### src/design/hts_pkg.sv
// Shared types, constants and helpers of the homography transfer score block.
// No dependencies; every other file of the block imports this package.
`timescale 1ns / 1ps
package hts_pkg;

   localparam int PT_W       = 16;
   localparam int COEF_W     = 21;
   localparam int ROW_W      = 3 * COEF_W;
   localparam int THR_W      = 16;
   localparam int MAX_POINTS = 4096;
   localparam int CNT_W      = $clog2(MAX_POINTS + 1);
   localparam int SUM_W      = 30;
   localparam int MEAN_W     = 17;
   localparam int DOT_W      = 39;
   localparam int PROD_W     = COEF_W + PT_W;
   localparam int QUO_W      = 18;
   localparam int Q_W        = QUO_W + 1;
   localparam int NUM_SHIFT  = 13;
   localparam int PRE_SHIFT  = QUO_W - NUM_SHIFT;
   localparam int DIFF_W     = Q_W + 1;
   localparam int MAG_W      = 16;
   localparam int SQ_W       = 2 * MAG_W;
   localparam int E_W        = SQ_W + 1;
   localparam int TERM_W     = THR_W + 1;
   localparam int QDEPTH     = 2;
   localparam int QPTR_W     = (QDEPTH > 1) ? $clog2(QDEPTH) : 1;
   localparam int QCNT_W     = $clog2(QDEPTH + 1);
   localparam int CSR_IDX_W  = 3;
   localparam int DSTEP_W    = $clog2(QUO_W);
   localparam int MSTEP_W    = $clog2(SUM_W);

   localparam logic [CSR_IDX_W-1:0] CSR_FWD_ROW0 = 3'd0;
   localparam logic [CSR_IDX_W-1:0] CSR_FWD_ROW1 = 3'd1;
   localparam logic [CSR_IDX_W-1:0] CSR_FWD_ROW2 = 3'd2;
   localparam logic [CSR_IDX_W-1:0] CSR_INV_ROW0 = 3'd3;
   localparam logic [CSR_IDX_W-1:0] CSR_INV_ROW1 = 3'd4;
   localparam logic [CSR_IDX_W-1:0] CSR_INV_ROW2 = 3'd5;
   localparam logic [CSR_IDX_W-1:0] CSR_ERR_THR  = 3'd6;
   localparam logic [CSR_IDX_W-1:0] CSR_GAMMA    = 3'd7;

   localparam logic [THR_W-1:0] THR_RESET   = 16'd1533;
   localparam logic [THR_W-1:0] GAMMA_RESET = 16'd1533;

   typedef struct packed {
      logic signed [PT_W-1:0] first_x;
      logic signed [PT_W-1:0] first_y;
      logic signed [PT_W-1:0] second_x;
      logic signed [PT_W-1:0] second_y;
      logic                   inlier;
      logic                   last_point;
   } req_type;

   typedef struct packed {
      logic [MEAN_W-1:0] mean_score;
      logic [CNT_W-1:0]  inlier_count;
      logic              no_inliers;
   } rsp_type;

   typedef struct packed {
      logic signed [PT_W-1:0] first_x;
      logic signed [PT_W-1:0] first_y;
      logic signed [PT_W-1:0] second_x;
      logic signed [PT_W-1:0] second_y;
      logic                   do_score;
      logic                   last;
   } job_type;

   typedef struct packed {
      logic [2:0][ROW_W-1:0] fwd_rows;
      logic [2:0][ROW_W-1:0] inv_rows;
      logic [THR_W-1:0]      error_threshold;
      logic [THR_W-1:0]      gamma_offset;
   } cfg_type;

   typedef enum logic [3:0] {
      ST_IDLE,
      ST_DOT,
      ST_DXS,
      ST_DXW,
      ST_DYS,
      ST_DYW,
      ST_SQX,
      ST_SQY,
      ST_TERM,
      ST_MSET,
      ST_MITER,
      ST_OUT
   } back_state_type;

   function automatic logic signed [COEF_W-1:0] coef(input logic [ROW_W-1:0] row,
                                                     input int j);
      return $signed(row[j*COEF_W +: COEF_W]);
   endfunction

endpackage

### src/design/hts_queue.sv
// Two-entry job queue between the front and back parts of the score block.
// Depends on hts_pkg.
`timescale 1ns / 1ps
module hts_queue (
   input  logic             clock,
   input  logic             reset,
   input  logic             push,
   input  hts_pkg::job_type push_data,
   input  logic             pop,
   output logic             full,
   output logic             empty,
   output hts_pkg::job_type head
);
   import hts_pkg::*;

   job_type             mem_ff [QDEPTH];
   job_type             mem_in [QDEPTH];
   logic [QPTR_W-1:0]   wr_ptr_ff, wr_ptr_in;
   logic [QPTR_W-1:0]   rd_ptr_ff, rd_ptr_in;
   logic [QCNT_W-1:0]   cnt_ff, cnt_in;
   logic                do_push, do_pop;

   assign full  = (cnt_ff == QCNT_W'(QDEPTH));
   assign empty = (cnt_ff == '0);
   assign head  = mem_ff[rd_ptr_ff];
   assign do_push = push && !full;
   assign do_pop  = pop && !empty;

   always_comb begin
      mem_in    = mem_ff;
      wr_ptr_in = wr_ptr_ff;
      rd_ptr_in = rd_ptr_ff;
      cnt_in    = cnt_ff;
      if (do_push) begin
         mem_in[wr_ptr_ff] = push_data;
         wr_ptr_in = (wr_ptr_ff == QPTR_W'(QDEPTH - 1)) ? '0 : wr_ptr_ff + 1'b1;
      end
      if (do_pop) begin
         rd_ptr_in = (rd_ptr_ff == QPTR_W'(QDEPTH - 1)) ? '0 : rd_ptr_ff + 1'b1;
      end
      if (do_push && !do_pop) begin
         cnt_in = cnt_ff + 1'b1;
      end else if (do_pop && !do_push) begin
         cnt_in = cnt_ff - 1'b1;
      end
   end

   always_ff @(posedge clock) begin
      mem_ff <= mem_in;
      if (reset) begin
         wr_ptr_ff <= '0;
         rd_ptr_ff <= '0;
         cnt_ff    <= '0;
      end else begin
         wr_ptr_ff <= wr_ptr_in;
         rd_ptr_ff <= rd_ptr_in;
         cnt_ff    <= cnt_in;
      end
   end

   assert property (@(posedge clock) disable iff (reset) push |-> !full)
      else $error("Job pushed into a full queue.");
   assert property (@(posedge clock) disable iff (reset) pop |-> !empty)
      else $error("Job popped from an empty queue.");

endmodule

### src/design/hts_front.sv
// Front part: takes correspondence transfers, decides which are scored and
// queues them for the back part. Depends on hts_pkg.
`timescale 1ns / 1ps
module hts_front (
   input  logic             clock,
   input  logic             reset,
   input  logic             req_valid,
   output logic             req_ready,
   input  hts_pkg::req_type req_data,
   input  logic             q_full,
   output logic             q_push,
   output hts_pkg::job_type q_data
);
   import hts_pkg::*;

   logic [CNT_W-1:0] cnt_ff, cnt_in;
   logic             do_score;

   assign req_ready = !q_full;
   assign q_push    = req_valid && req_ready;
   assign do_score  = req_data.inlier && (cnt_ff < CNT_W'(MAX_POINTS));

   always_comb begin
      q_data.first_x  = req_data.first_x;
      q_data.first_y  = req_data.first_y;
      q_data.second_x = req_data.second_x;
      q_data.second_y = req_data.second_y;
      q_data.do_score = do_score;
      q_data.last     = req_data.last_point;
      cnt_in = cnt_ff;
      if (q_push) begin
         if (req_data.last_point) begin
            cnt_in = '0;
         end else if (do_score) begin
            cnt_in = cnt_ff + 1'b1;
         end
      end
   end

   always_ff @(posedge clock) begin
      if (reset) begin
         cnt_ff <= '0;
      end else begin
         cnt_ff <= cnt_in;
      end
   end

endmodule

### src/design/hts_div.sv
// Restoring divider for the perspective divide, one quotient bit a cycle,
// with the quotient saturated where it clamps the error anyway. Depends on hts_pkg.
`timescale 1ns / 1ps
module hts_div (
   input  logic                            clock,
   input  logic                            reset,
   input  logic                            start,
   input  logic signed [hts_pkg::DOT_W-1:0] num,
   input  logic signed [hts_pkg::DOT_W-1:0] den,
   output logic                            done,
   output logic signed [hts_pkg::Q_W-1:0]   quo
);
   import hts_pkg::*;

   logic [DOT_W-1:0]   n_mag, d_mag;
   logic               ovf;
   logic               busy_ff, busy_in;
   logic               done_ff, done_in;
   logic               sat_ff, sat_in;
   logic               neg_ff, neg_in;
   logic [DSTEP_W-1:0] step_ff, step_in;
   logic [DOT_W-1:0]   rem_ff, rem_in;
   logic [QUO_W-1:0]   quo_ff, quo_in;
   logic [DOT_W-1:0]   den_ff, den_in;
   logic [DOT_W:0]     trial;
   logic               ge;
   logic [QUO_W-1:0]   mag;

   assign n_mag = num[DOT_W-1] ? DOT_W'(-num) : DOT_W'(num);
   assign d_mag = den[DOT_W-1] ? DOT_W'(-den) : DOT_W'(den);
   assign ovf   = {{PRE_SHIFT{1'b0}}, n_mag} >= {d_mag, {PRE_SHIFT{1'b0}}};
   assign trial = {rem_ff, quo_ff[QUO_W-1]};
   assign ge    = trial >= {1'b0, den_ff};

   always_comb begin
      busy_in = busy_ff;
      done_in = 1'b0;
      sat_in  = sat_ff;
      neg_in  = neg_ff;
      step_in = step_ff;
      rem_in  = rem_ff;
      quo_in  = quo_ff;
      den_in  = den_ff;
      if (start) begin
         neg_in  = num[DOT_W-1] ^ den[DOT_W-1];
         den_in  = d_mag;
         step_in = '0;
         rem_in  = {{PRE_SHIFT{1'b0}}, n_mag[DOT_W-1:PRE_SHIFT]};
         quo_in  = {n_mag[PRE_SHIFT-1:0], {NUM_SHIFT{1'b0}}};
         sat_in  = ovf;
         busy_in = !ovf;
         done_in = ovf;
      end else if (busy_ff) begin
         rem_in  = ge ? DOT_W'(trial - {1'b0, den_ff}) : trial[DOT_W-1:0];
         quo_in  = {quo_ff[QUO_W-2:0], ge};
         step_in = step_ff + 1'b1;
         if (step_ff == DSTEP_W'(QUO_W - 1)) begin
            busy_in = 1'b0;
            done_in = 1'b1;
         end
      end
   end

   always_ff @(posedge clock) begin
      sat_ff  <= sat_in;
      neg_ff  <= neg_in;
      step_ff <= step_in;
      rem_ff  <= rem_in;
      quo_ff  <= quo_in;
      den_ff  <= den_in;
      if (reset) begin
         busy_ff <= 1'b0;
         done_ff <= 1'b0;
      end else begin
         busy_ff <= busy_in;
         done_ff <= done_in;
      end
   end

   assign mag  = sat_ff ? '1 : quo_ff;
   assign done = done_ff;
   assign quo  = neg_ff ? $signed(-{1'b0, mag}) : $signed({1'b0, mag});

   assert property (@(posedge clock) disable iff (reset) start |-> !busy_ff)
      else $error("Divider started while busy.");
   assert property (@(posedge clock) disable iff (reset) done_ff |-> !busy_ff)
      else $error("Divider reports done while still busy.");

endmodule

### src/design/hts_back.sv
// Back part: maps each scored point both ways, forms the score terms, keeps
// the running sum and count, and divides out the mean. Depends on hts_pkg, hts_div.
`timescale 1ns / 1ps
module hts_back (
   input  logic             clock,
   input  logic             reset,
   input  hts_pkg::cfg_type cfg,
   input  logic             q_empty,
   input  hts_pkg::job_type q_head,
   output logic             q_pop,
   output logic             rsp_valid,
   input  logic             rsp_ready,
   output hts_pkg::rsp_type rsp_data
);
   import hts_pkg::*;

   back_state_type          state_ff, state_in;
   job_type                 job_ff, job_in;
   logic                    dir_ff, dir_in;
   logic [1:0]              row_ff, row_in;
   logic signed [DOT_W-1:0] num_x_ff, num_x_in, num_y_ff, num_y_in, den_ff, den_in;
   logic                    inf_ff, inf_in;
   logic signed [Q_W-1:0]   ux_ff, ux_in, uy_ff, uy_in;
   logic [SQ_W-1:0]         sqx_ff, sqx_in, sqy_ff, sqy_in;
   logic [TERM_W-1:0]       pair_ff, pair_in;
   logic [SUM_W-1:0]        sum_ff, sum_in;
   logic [CNT_W-1:0]        cnt_ff, cnt_in;
   logic [CNT_W-1:0]        mrem_ff, mrem_in;
   logic [SUM_W-1:0]        mquo_ff, mquo_in;
   logic [MSTEP_W-1:0]      mstep_ff, mstep_in;
   logic                    rsp_valid_ff, rsp_valid_in;
   rsp_type                 rsp_data_ff, rsp_data_in;

   logic [2:0][ROW_W-1:0]    rows;
   logic [ROW_W-1:0]         row_sel;
   logic signed [PT_W-1:0]   px, py, qx, qy, qsel;
   logic signed [COEF_W-1:0] c0, c1, c2;
   logic signed [PROD_W-1:0] prod_a, prod_b;
   logic signed [DOT_W-1:0]  dot;
   logic signed [Q_W-1:0]    usel;
   logic [DIFF_W-1:0]        diff, diff_abs;
   logic [MAG_W-1:0]         dmag;
   logic [SQ_W-1:0]          sq;
   logic [E_W-1:0]           err;
   logic [THR_W-1:0]         term;
   logic [CNT_W:0]           mtrial;
   logic                     mge;
   logic                     div_start, div_done;
   logic signed [DOT_W-1:0]  div_num;
   logic signed [Q_W-1:0]    div_q;

   hts_div u_div (
      .clock (clock),
      .reset (reset),
      .start (div_start),
      .num   (div_num),
      .den   (den_ff),
      .done  (div_done),
      .quo   (div_q)
   );

   assign rows = dir_ff ? cfg.inv_rows : cfg.fwd_rows;
   assign px   = dir_ff ? job_ff.second_x : job_ff.first_x;
   assign py   = dir_ff ? job_ff.second_y : job_ff.first_y;
   assign qx   = dir_ff ? job_ff.first_x : job_ff.second_x;
   assign qy   = dir_ff ? job_ff.first_y : job_ff.second_y;

   always_comb begin
      case (row_ff)
         2'd0:    row_sel = rows[0];
         2'd1:    row_sel = rows[1];
         default: row_sel = rows[2];
      endcase
   end

   assign c0     = coef(row_sel, 0);
   assign c1     = coef(row_sel, 1);
   assign c2     = coef(row_sel, 2);
   assign prod_a = c0 * px;
   assign prod_b = c1 * py;
   assign dot    = DOT_W'(prod_a) + DOT_W'(prod_b) + DOT_W'($signed({c2, 4'b0000}));

   assign qsel     = (state_ff == ST_SQX) ? qx : qy;
   assign usel     = (state_ff == ST_SQX) ? ux_ff : uy_ff;
   assign diff     = {{(DIFF_W - PT_W){qsel[PT_W-1]}}, qsel} - {usel[Q_W-1], usel};
   assign diff_abs = diff[DIFF_W-1] ? DIFF_W'(-diff) : diff;
   assign dmag     = (diff_abs[DIFF_W-1:MAG_W] != '0) ? '1 : diff_abs[MAG_W-1:0];
   assign sq       = dmag * dmag;

   assign err  = {1'b0, sqx_ff} + {1'b0, sqy_ff};
   assign term = (!inf_ff && (err < E_W'(cfg.error_threshold))
                  && (E_W'(cfg.gamma_offset) > err))
                 ? THR_W'(cfg.gamma_offset - err[THR_W-1:0]) : '0;

   assign mtrial = {mrem_ff, mquo_ff[SUM_W-1]};
   assign mge    = mtrial >= {1'b0, cnt_ff};

   assign div_start = (state_ff == ST_DXS) || (state_ff == ST_DYS);
   assign div_num   = (state_ff == ST_DXS) ? num_x_ff : num_y_ff;

   always_comb begin
      state_in     = state_ff;
      job_in       = job_ff;
      dir_in       = dir_ff;
      row_in       = row_ff;
      num_x_in     = num_x_ff;
      num_y_in     = num_y_ff;
      den_in       = den_ff;
      inf_in       = inf_ff;
      ux_in        = ux_ff;
      uy_in        = uy_ff;
      sqx_in       = sqx_ff;
      sqy_in       = sqy_ff;
      pair_in      = pair_ff;
      sum_in       = sum_ff;
      cnt_in       = cnt_ff;
      mrem_in      = mrem_ff;
      mquo_in      = mquo_ff;
      mstep_in     = mstep_ff;
      rsp_valid_in = rsp_valid_ff && !rsp_ready;
      rsp_data_in  = rsp_data_ff;
      q_pop        = 1'b0;
      case (state_ff)
         ST_IDLE: begin
            if (!q_empty) begin
               q_pop  = 1'b1;
               job_in = q_head;
               dir_in = 1'b0;
               row_in = '0;
               if (q_head.do_score) begin
                  state_in = ST_DOT;
               end else if (q_head.last) begin
                  state_in = ST_MSET;
               end
            end
         end
         ST_DOT: begin
            case (row_ff)
               2'd0:    num_x_in = dot;
               2'd1:    num_y_in = dot;
               default: den_in = dot;
            endcase
            row_in = row_ff + 1'b1;
            if (row_ff == 2'd2) begin
               row_in = '0;
               inf_in = (dot == '0);
               state_in = (dot == '0) ? ST_TERM : ST_DXS;
            end
         end
         ST_DXS: state_in = ST_DXW;
         ST_DXW: begin
            if (div_done) begin
               ux_in    = div_q;
               state_in = ST_DYS;
            end
         end
         ST_DYS: state_in = ST_DYW;
         ST_DYW: begin
            if (div_done) begin
               uy_in    = div_q;
               state_in = ST_SQX;
            end
         end
         ST_SQX: begin
            sqx_in   = sq;
            state_in = ST_SQY;
         end
         ST_SQY: begin
            sqy_in   = sq;
            state_in = ST_TERM;
         end
         ST_TERM: begin
            if (!dir_ff) begin
               pair_in  = TERM_W'(term);
               dir_in   = 1'b1;
               row_in   = '0;
               state_in = ST_DOT;
            end else begin
               sum_in   = SUM_W'(sum_ff + SUM_W'(pair_ff) + SUM_W'(term));
               cnt_in   = cnt_ff + 1'b1;
               dir_in   = 1'b0;
               state_in = job_ff.last ? ST_MSET : ST_IDLE;
            end
         end
         ST_MSET: begin
            mrem_in  = '0;
            mstep_in = '0;
            if (cnt_ff == '0) begin
               mquo_in  = '0;
               state_in = ST_OUT;
            end else begin
               mquo_in  = sum_ff;
               state_in = ST_MITER;
            end
         end
         ST_MITER: begin
            mrem_in  = mge ? CNT_W'(mtrial - {1'b0, cnt_ff}) : mtrial[CNT_W-1:0];
            mquo_in  = {mquo_ff[SUM_W-2:0], mge};
            mstep_in = mstep_ff + 1'b1;
            if (mstep_ff == MSTEP_W'(SUM_W - 1)) begin
               state_in = ST_OUT;
            end
         end
         ST_OUT: begin
            if (!rsp_valid_ff || rsp_ready) begin
               rsp_valid_in             = 1'b1;
               rsp_data_in.mean_score   = mquo_ff[MEAN_W-1:0];
               rsp_data_in.inlier_count = cnt_ff;
               rsp_data_in.no_inliers   = (cnt_ff == '0);
               sum_in   = '0;
               cnt_in   = '0;
               state_in = ST_IDLE;
            end
         end
         default: state_in = ST_IDLE;
      endcase
   end

   always_ff @(posedge clock) begin
      job_ff      <= job_in;
      row_ff      <= row_in;
      num_x_ff    <= num_x_in;
      num_y_ff    <= num_y_in;
      den_ff      <= den_in;
      inf_ff      <= inf_in;
      ux_ff       <= ux_in;
      uy_ff       <= uy_in;
      sqx_ff      <= sqx_in;
      sqy_ff      <= sqy_in;
      pair_ff     <= pair_in;
      mrem_ff     <= mrem_in;
      mquo_ff     <= mquo_in;
      mstep_ff    <= mstep_in;
      rsp_data_ff <= rsp_data_in;
      if (reset) begin
         state_ff     <= ST_IDLE;
         dir_ff       <= 1'b0;
         sum_ff       <= '0;
         cnt_ff       <= '0;
         rsp_valid_ff <= 1'b0;
      end else begin
         state_ff     <= state_in;
         dir_ff       <= dir_in;
         sum_ff       <= sum_in;
         cnt_ff       <= cnt_in;
         rsp_valid_ff <= rsp_valid_in;
      end
   end

   assign rsp_valid = rsp_valid_ff;
   assign rsp_data  = rsp_data_ff;

   assert property (@(posedge clock) disable iff (reset) cnt_ff <= CNT_W'(MAX_POINTS))
      else $error("Inlier count passed its limit.");
   assert property (@(posedge clock) disable iff (reset)
                    (state_ff == ST_OUT) && !rsp_valid_ff |=> rsp_valid_ff && (cnt_ff == '0))
      else $error("Result not loaded or state not cleared.");

endmodule

### src/design/homography_transfer_score.sv
// Homography transfer score, top level: configuration registers, front part,
// job queue and back part. Depends on hts_pkg, hts_front, hts_queue, hts_back.
// An unscored item only passes the back part's idle state; a scored item's time
// is set by the two-way mapping through one 18-step divider used four times.
// A last item adds the bit-serial mean division.
// Synchronous reset clears sum, count, queue and result, and sets the registers
// to their reset values; the block accepts items in the cycle after reset.
`timescale 1ns / 1ps
module homography_transfer_score (
   input  logic                               clock,
   input  logic                               reset,
   input  logic                               req_valid,
   output logic                               req_ready,
   input  hts_pkg::req_type                   req_data,
   output logic                               rsp_valid,
   input  logic                               rsp_ready,
   output hts_pkg::rsp_type                   rsp_data,
   input  logic                               csr_we,
   input  logic [hts_pkg::CSR_IDX_W-1:0]      csr_index,
   input  logic [hts_pkg::ROW_W-1:0]          csr_wdata
);
   import hts_pkg::*;

   cfg_type cfg_ff, cfg_in;
   logic    q_full, q_empty, q_push, q_pop;
   job_type q_data, q_head;

   always_comb begin
      cfg_in = cfg_ff;
      if (csr_we) begin
         case (csr_index)
            CSR_FWD_ROW0: cfg_in.fwd_rows[0] = csr_wdata;
            CSR_FWD_ROW1: cfg_in.fwd_rows[1] = csr_wdata;
            CSR_FWD_ROW2: cfg_in.fwd_rows[2] = csr_wdata;
            CSR_INV_ROW0: cfg_in.inv_rows[0] = csr_wdata;
            CSR_INV_ROW1: cfg_in.inv_rows[1] = csr_wdata;
            CSR_INV_ROW2: cfg_in.inv_rows[2] = csr_wdata;
            CSR_ERR_THR:  cfg_in.error_threshold = csr_wdata[THR_W-1:0];
            CSR_GAMMA:    cfg_in.gamma_offset = csr_wdata[THR_W-1:0];
            default:      cfg_in = cfg_ff;
         endcase
      end
   end

   always_ff @(posedge clock) begin
      if (reset) begin
         cfg_ff.fwd_rows        <= '0;
         cfg_ff.inv_rows        <= '0;
         cfg_ff.error_threshold <= THR_RESET;
         cfg_ff.gamma_offset    <= GAMMA_RESET;
      end else begin
         cfg_ff <= cfg_in;
      end
   end

   hts_front u_front (
      .clock     (clock),
      .reset     (reset),
      .req_valid (req_valid),
      .req_ready (req_ready),
      .req_data  (req_data),
      .q_full    (q_full),
      .q_push    (q_push),
      .q_data    (q_data)
   );

   hts_queue u_queue (
      .clock     (clock),
      .reset     (reset),
      .push      (q_push),
      .push_data (q_data),
      .pop       (q_pop),
      .full      (q_full),
      .empty     (q_empty),
      .head      (q_head)
   );

   hts_back u_back (
      .clock     (clock),
      .reset     (reset),
      .cfg       (cfg_ff),
      .q_empty   (q_empty),
      .q_head    (q_head),
      .q_pop     (q_pop),
      .rsp_valid (rsp_valid),
      .rsp_ready (rsp_ready),
      .rsp_data  (rsp_data)
   );

endmodule

### config.mk
export PLATFORM = sky130hd
export DESIGN_NAME = homography_transfer_score
export DESIGN_NICKNAME = d
export VERILOG_FILES = /design/src/design/hts_pkg.sv /design/src/design/hts_queue.sv /design/src/design/hts_front.sv /design/src/design/hts_div.sv /design/src/design/hts_back.sv /design/src/design/homography_transfer_score.sv
export SDC_FILE = /design/constraint.sdc
export NUM_CORES = 2
export LEC_CHECK = 0
export ABC_AREA = 1
export BUFFER_PORTS_ARGS = -buffer_cell sky130_fd_sc_hd__buf_4
export CAP_MARGIN = 20
export CORE_MARGIN = 2
export CORE_UTILIZATION = 61
export DETAILED_ROUTE_END_ITERATION = 10
export PLACE_DENSITY = 0.88
export SYNTH_ARGS = -nofsm -noshare
export SYNTH_HDL_FRONTEND = slang
export SYNTH_HIERARCHICAL = 1
export SYNTH_SLANG_ARGS = --single-unit
### constraint.sdc
create_clock -name clock -period 17.2 [get_ports clock]
set_input_delay 5.16 -clock clock [delete_from_list [all_inputs] [get_ports clock]]
set_output_delay 5.16 -clock clock [all_outputs]
set_load 0.02 [all_outputs]
==> flow_results.org <==
** Clock network
- Clock tree synthesis inserted a total of 109 buffers.
- Buffers inserted to repair hold after CTS numbered 0.
- Total number of H-tree levels :: 3
- Cell chosen for the clock root :: sky130_fd_sc_hd__clkbuf_16
- No sink is reached through more buffers than the 3 on the longest clock path.
- TritonCTS built the clock tree.
- Clock-pin transition on the worst setup and hold timing paths :: 0.06 ns
- The number of gates resized after CTS was 0.
- Worst-skew pair later-pin latency :: 0.79 ns
- Count of buffers added by post-CTS timing repair for setup :: 0
- The clock drives 1093 sinks.

** Worst setup path
- For this run, the slowest stage of the critical path takes 0.93 ns.
- Worst endpoint required time :: 17.68 ns
- STA classifies the critical path startpoint as a flop.
- Worst-path cell with the longest stage delay :: sky130_fd_sc_hd__o21ai_0
- Of all nets on the critical path, the largest fanout is 29.
- The worst setup path is of the reg -> reg kind.
- STA puts the critical path data arrival time at 12.26 ns.
- Element type at the critical path end :: flop

** Synthesis
- Synthesized-area fraction occupied by adder cells :: 27.2%
- FF+latch count, synth :: 1093
- Portion of the post-synthesis area used by sequential elements :: 30.7%
- The number of nets handed over by synthesis was 12700.
- Yosys mapped a number of flops with a built-in enable equal to 592.
- Area fraction in and, or, nand and nor cells after synthesis :: 22.5%
- Among all flip-flop cells after synthesis, the most frequent one is sky130_fd_sc_hd__edfxtp_1.
- After synthesis, the share of flip-flops with an asynchronous set or reset is 0%.
- Number of warnings printed during yosys synthesis :: 6
- Multiplexer cells account for 0.309% of the synthesized area.
- Post-synthesis average cell area :: 8.10 um^2
- Netlist Area Pre-Place :: 90600 um^2
- The synthesized netlist devotes 6.54% of its cell area to compound gates.
- Count of different cell masters after synthesis :: 63
- By area, the combinational part of the netlist is dominated by adder cells.
- Cells after synthesis :: 11200
- Fraction of synthesized cell area in xor and xnor cells :: 2.23%

** GRT
- Global-route usage over all layers :: 35.8%
- GRT overflow :: 0
- Wire length of the first global-routing pass :: 424 mm
- Number of antenna violations at the first check in global routing :: 9
- Entering global routing, the biggest net connects 253 pins.
- The number of global-route vias before repair came to 77200.

** Placed design
- HPWL Detailed :: 206 mm
- Cell count after placement :: 12900
- The congestion estimate from routability-driven global placement came to 1.01.
- Buffers placed on the I/O ports in this run total 169.

** Detailed routing
- Ratio of routed vias to standard cells :: 5.85
- Post-route ant nets :: 0
- Dividing the detail-routed wire length by the instance count gives 20.8 um.
- Total Routed Length :: 272 mm
- In the routed design, unresolved DRC markers number 0.
- In this run, the number of DRC markers left after iteration 0 of detailed routing was 8980.
- Drt pass-1 iters :: 8
- Detailed-route via count :: 76500

** STA
- Number of setup violations in the final report :: 0
- Highest achievable clock rate :: 84.9 MHz
- Post-route clock skew :: 0.116 ns
- Setup repair after global routing left no endpoint under its margin.
- Share of the cycle needed by the critical path after routing :: 68.5%
- The max-slew violation count came to 0.
- After routing, the total negative slack on setup checks comes to 0 ns.
- Shortest period the worst path allows :: 11.78 ns
- Transition time at the pin with the least slew margin :: 1.16 ns
- Slew margin rel. :: 22.6%
- Final number of hold-violating endpoints :: 0

** Min path
- In this run the worst hold path is classified as reg -> reg.

** Floorplan
- During I/O placement, the number of pins put on the boundary was 170.
- The floorplan has 141 rows.
- The floorplan step set the die height to 389 um.
- The floorplan step set the die width to 389 um.
- The floorplan step defined a die boundary enclosing 152000 um^2.
- Placeable Area :: 148000 um^2
- Initial cell density of the core :: 61.4%

** Layout
- In the final layout, the multi-input gates occupy 53500 um^2.
- Summing all flip-flop and latch instances after layout gives 27800 um^2.
- Proportion of layout cells with a drive suffix above 1 :: 5.69%
- # fillers :: 11400
- Area delta synth->final :: 6.60%
- Finished Layout Cells :: 13100
- Number of nets at the end of the flow :: 12600

** Run status
- The flow ran to the end, and the final reports show no timing, DRC or antenna violations.

** Job
- Across the run, the number of max-cap violations was 0.
Yosys cell counts (14+ instances only):
cell type | n | share of area [%]
sky130_fd_sc_hd__o21ai_1 | 45 | 0.25
sky130_fd_sc_hd__ha_1 | 445 | 6.1
sky130_fd_sc_hd__xor2_1 | 153 | 1.5
sky130_fd_sc_hd__nand4_1 | 72 | 0.50
sky130_fd_sc_hd__nor4_1 | 14 | 0.097
sky130_fd_sc_hd__buf_2 | 110 | 0.61
sky130_fd_sc_hd__a221oi_1 | 50 | 0.48
sky130_fd_sc_hd__inv_1 | 1898 | 7.9
sky130_fd_sc_hd__xnor2_1 | 78 | 0.75
sky130_fd_sc_hd__or2_2 | 66 | 0.46
sky130_fd_sc_hd__o31ai_1 | 18 | 0.15
sky130_fd_sc_hd__nand2_2 | 14 | 0.097
sky130_fd_sc_hd__nor2_1 | 1460 | 6.0
sky130_fd_sc_hd__buf_1 | 25 | 0.10
sky130_fd_sc_hd__clkbuf_1 | 286 | 1.2
sky130_fd_sc_hd__nand3b_1 | 16 | 0.13
sky130_fd_sc_hd__o22ai_1 | 38 | 0.26
sky130_fd_sc_hd__o21ai_0 | 375 | 2.1
sky130_fd_sc_hd__a21o_1 | 26 | 0.22
sky130_fd_sc_hd__edfxtp_1 | 592 | 20
sky130_fd_sc_hd__nand3_1 | 626 | 3.5
sky130_fd_sc_hd__o211ai_1 | 28 | 0.23
sky130_fd_sc_hd__buf_4 | 77 | 0.64
sky130_fd_sc_hd__dfxtp_1 | 501 | 11
sky130_fd_sc_hd__a21oi_1 | 293 | 1.6
sky130_fd_sc_hd__inv_2 | 23 | 0.095
sky130_fd_sc_hd__nand2_1 | 2577 | 11
sky130_fd_sc_hd__mux2i_1 | 28 | 0.31
sky130_fd_sc_hd__fa_1 | 951 | 21
sky130_fd_sc_hd__nor3_1 | 66 | 0.36
sky130_fd_sc_hd__o21bai_1 | 18 | 0.15
sky130_fd_sc_hd__nor2_2 | 20 | 0.14
sky130_fd_sc_hd__a31oi_1 | 40 | 0.28
registers in the layout, indices dropped and copies added, names as in the netlist, 16 cells and up:
name	cells
cfg_ff	410
u_queue/mem_ff	132
u_back/job_ff	65
u_back/den_ff	39
u_back/num_x_ff	39
u_back/num_y_ff	39
u_back/u_div/den_ff	39
u_back/u_div/rem_ff	39
u_back/rsp_data	31
u_back/sqx_ff	31
u_back/sqy_ff	31
u_back/mquo_ff	30
u_back/sum_ff	30
u_back/ux_ff	19
u_back/uy_ff	19
u_back/u_div/quo_ff	18
u_back/pair_ff	16
worst max-delay path, delay by kind of cell (launching register included):
family	cells	cell delay, ns
adder cells (fa/ha/maj)	8	3.99
flip-flops	1	0.40
XOR/XNOR	1	0.29
AO/OA/AOI/OAI	6	1.88
buffers and inverters	13	1.81
AND/OR/NAND/NOR	18	3.08
through the flow:
step | utilization (%) | hold WS (ns) | setup slack [ns] | area, um^2
2_1_floorplan | - | 0.408 | 7.16 | 90600
3_3_place_gp | 62.9 | 0.414 | 5.90 | 92800
3_5_place_dp | 62.9 | 0.418 | 5.72 | 92900
4_1_cts | 65.3 | 0.433 | 5.66 | 96500
5_1_grt | 65.4 | 0.449 | 4.59 | 96600
6_report | 65.4 | 0.432 | 5.42 | 96600
layer usage:
layer  share of wire, %  routed length, um  vias to the layer above  global-route usage (%)
li1                   -                  -                    34400                       -
met1                 38             102000                    36500                    47.1
met2                 45             122000                     4640                    56.0
met3                 12              33700                      919                    9.00
met4                5.0              13700                        4                    16.4
met5             0.0099                 27                        -                       0
cell usage in the layout, fill, tap and decap left out, types with 22 or more instances in the layout:
master / count
sky130_fd_sc_hd__clkbuf_1: 26
sky130_fd_sc_hd__o211ai_1: 28
sky130_fd_sc_hd__fa_1: 951
sky130_fd_sc_hd__dfxtp_1: 499
sky130_fd_sc_hd__a21o_1: 26
sky130_fd_sc_hd__o21ai_0: 357
sky130_fd_sc_hd__or2_2: 66
sky130_fd_sc_hd__a31oi_1: 40
sky130_fd_sc_hd__o22ai_1: 38
sky130_fd_sc_hd__clkbuf_16: 111
sky130_fd_sc_hd__mux2i_1: 28
sky130_fd_sc_hd__o21ai_1: 49
sky130_fd_sc_hd__xnor2_1: 78
sky130_fd_sc_hd__inv_2: 22
sky130_fd_sc_hd__a21oi_1: 293
sky130_fd_sc_hd__nor2_4: 26
sky130_fd_sc_hd__buf_4: 246
sky130_fd_sc_hd__a221oi_1: 50
sky130_fd_sc_hd__ha_1: 443
sky130_fd_sc_hd__nor3_1: 64
sky130_fd_sc_hd__xor2_1: 153
sky130_fd_sc_hd__inv_1: 1896
sky130_fd_sc_hd__nor2_1: 1451
sky130_fd_sc_hd__edfxtp_1: 592
sky130_fd_sc_hd__nand2_1: 2575
sky130_fd_sc_hd__nand3_1: 626
sky130_fd_sc_hd__nand4_1: 72
cells by family (layout without fill, tap and decap cells):
group | count (synthesis) | in the layout
flops | 1093 | 1093
mux | 28 | 28
xor+xnor | 231 | 231
simple gates | 4990 | 4990
fa+ha+maj | 1396 | 1396
buf+inv | 2432 | 2390
compound gates | 1013 | 1013
other cells | 0 | 3
layout make-up:
type,count,share of cell area (%)
antenna,3,0.00777
clock buffer,151,3.18
clock inverter,55,0.547
inverter,1929,7.51
multi-input combinational,7658,55.3
sequential,1093,28.8
tap,1930,2.50
timing repair buffer,255,2.12
path summary, 6_finish.rpt:
| kind | start | endpoint | slack (ns) | cells after the start |
|---|---|---|---|---|
| setup / recovery | u_back/state_ff[1]$_SDFFE_PP0P_ | u_back/sqx_ff[31]$_DFFE_PP_ | 5.42 | 46 |
| hold / removal | u_back/cnt_ff[12]$_SDFFE_PP0P_ | u_back/rsp_data[13]$_DFFE_PP_ | 0.43 | 0 |
| setup reg to reg | u_back/state_ff[1]$_SDFFE_PP0P_ | u_back/sqx_ff[31]$_DFFE_PP_ | 5.42 | 46 |
| hold reg to reg | u_back/cnt_ff[12]$_SDFFE_PP0P_ | u_back/rsp_data[13]$_DFFE_PP_ | 0.43 | 0 |
Power is left out: the tool's default activity adds up to more than one toggle a clock period on the data nets, which glitch-free logic cannot reach.
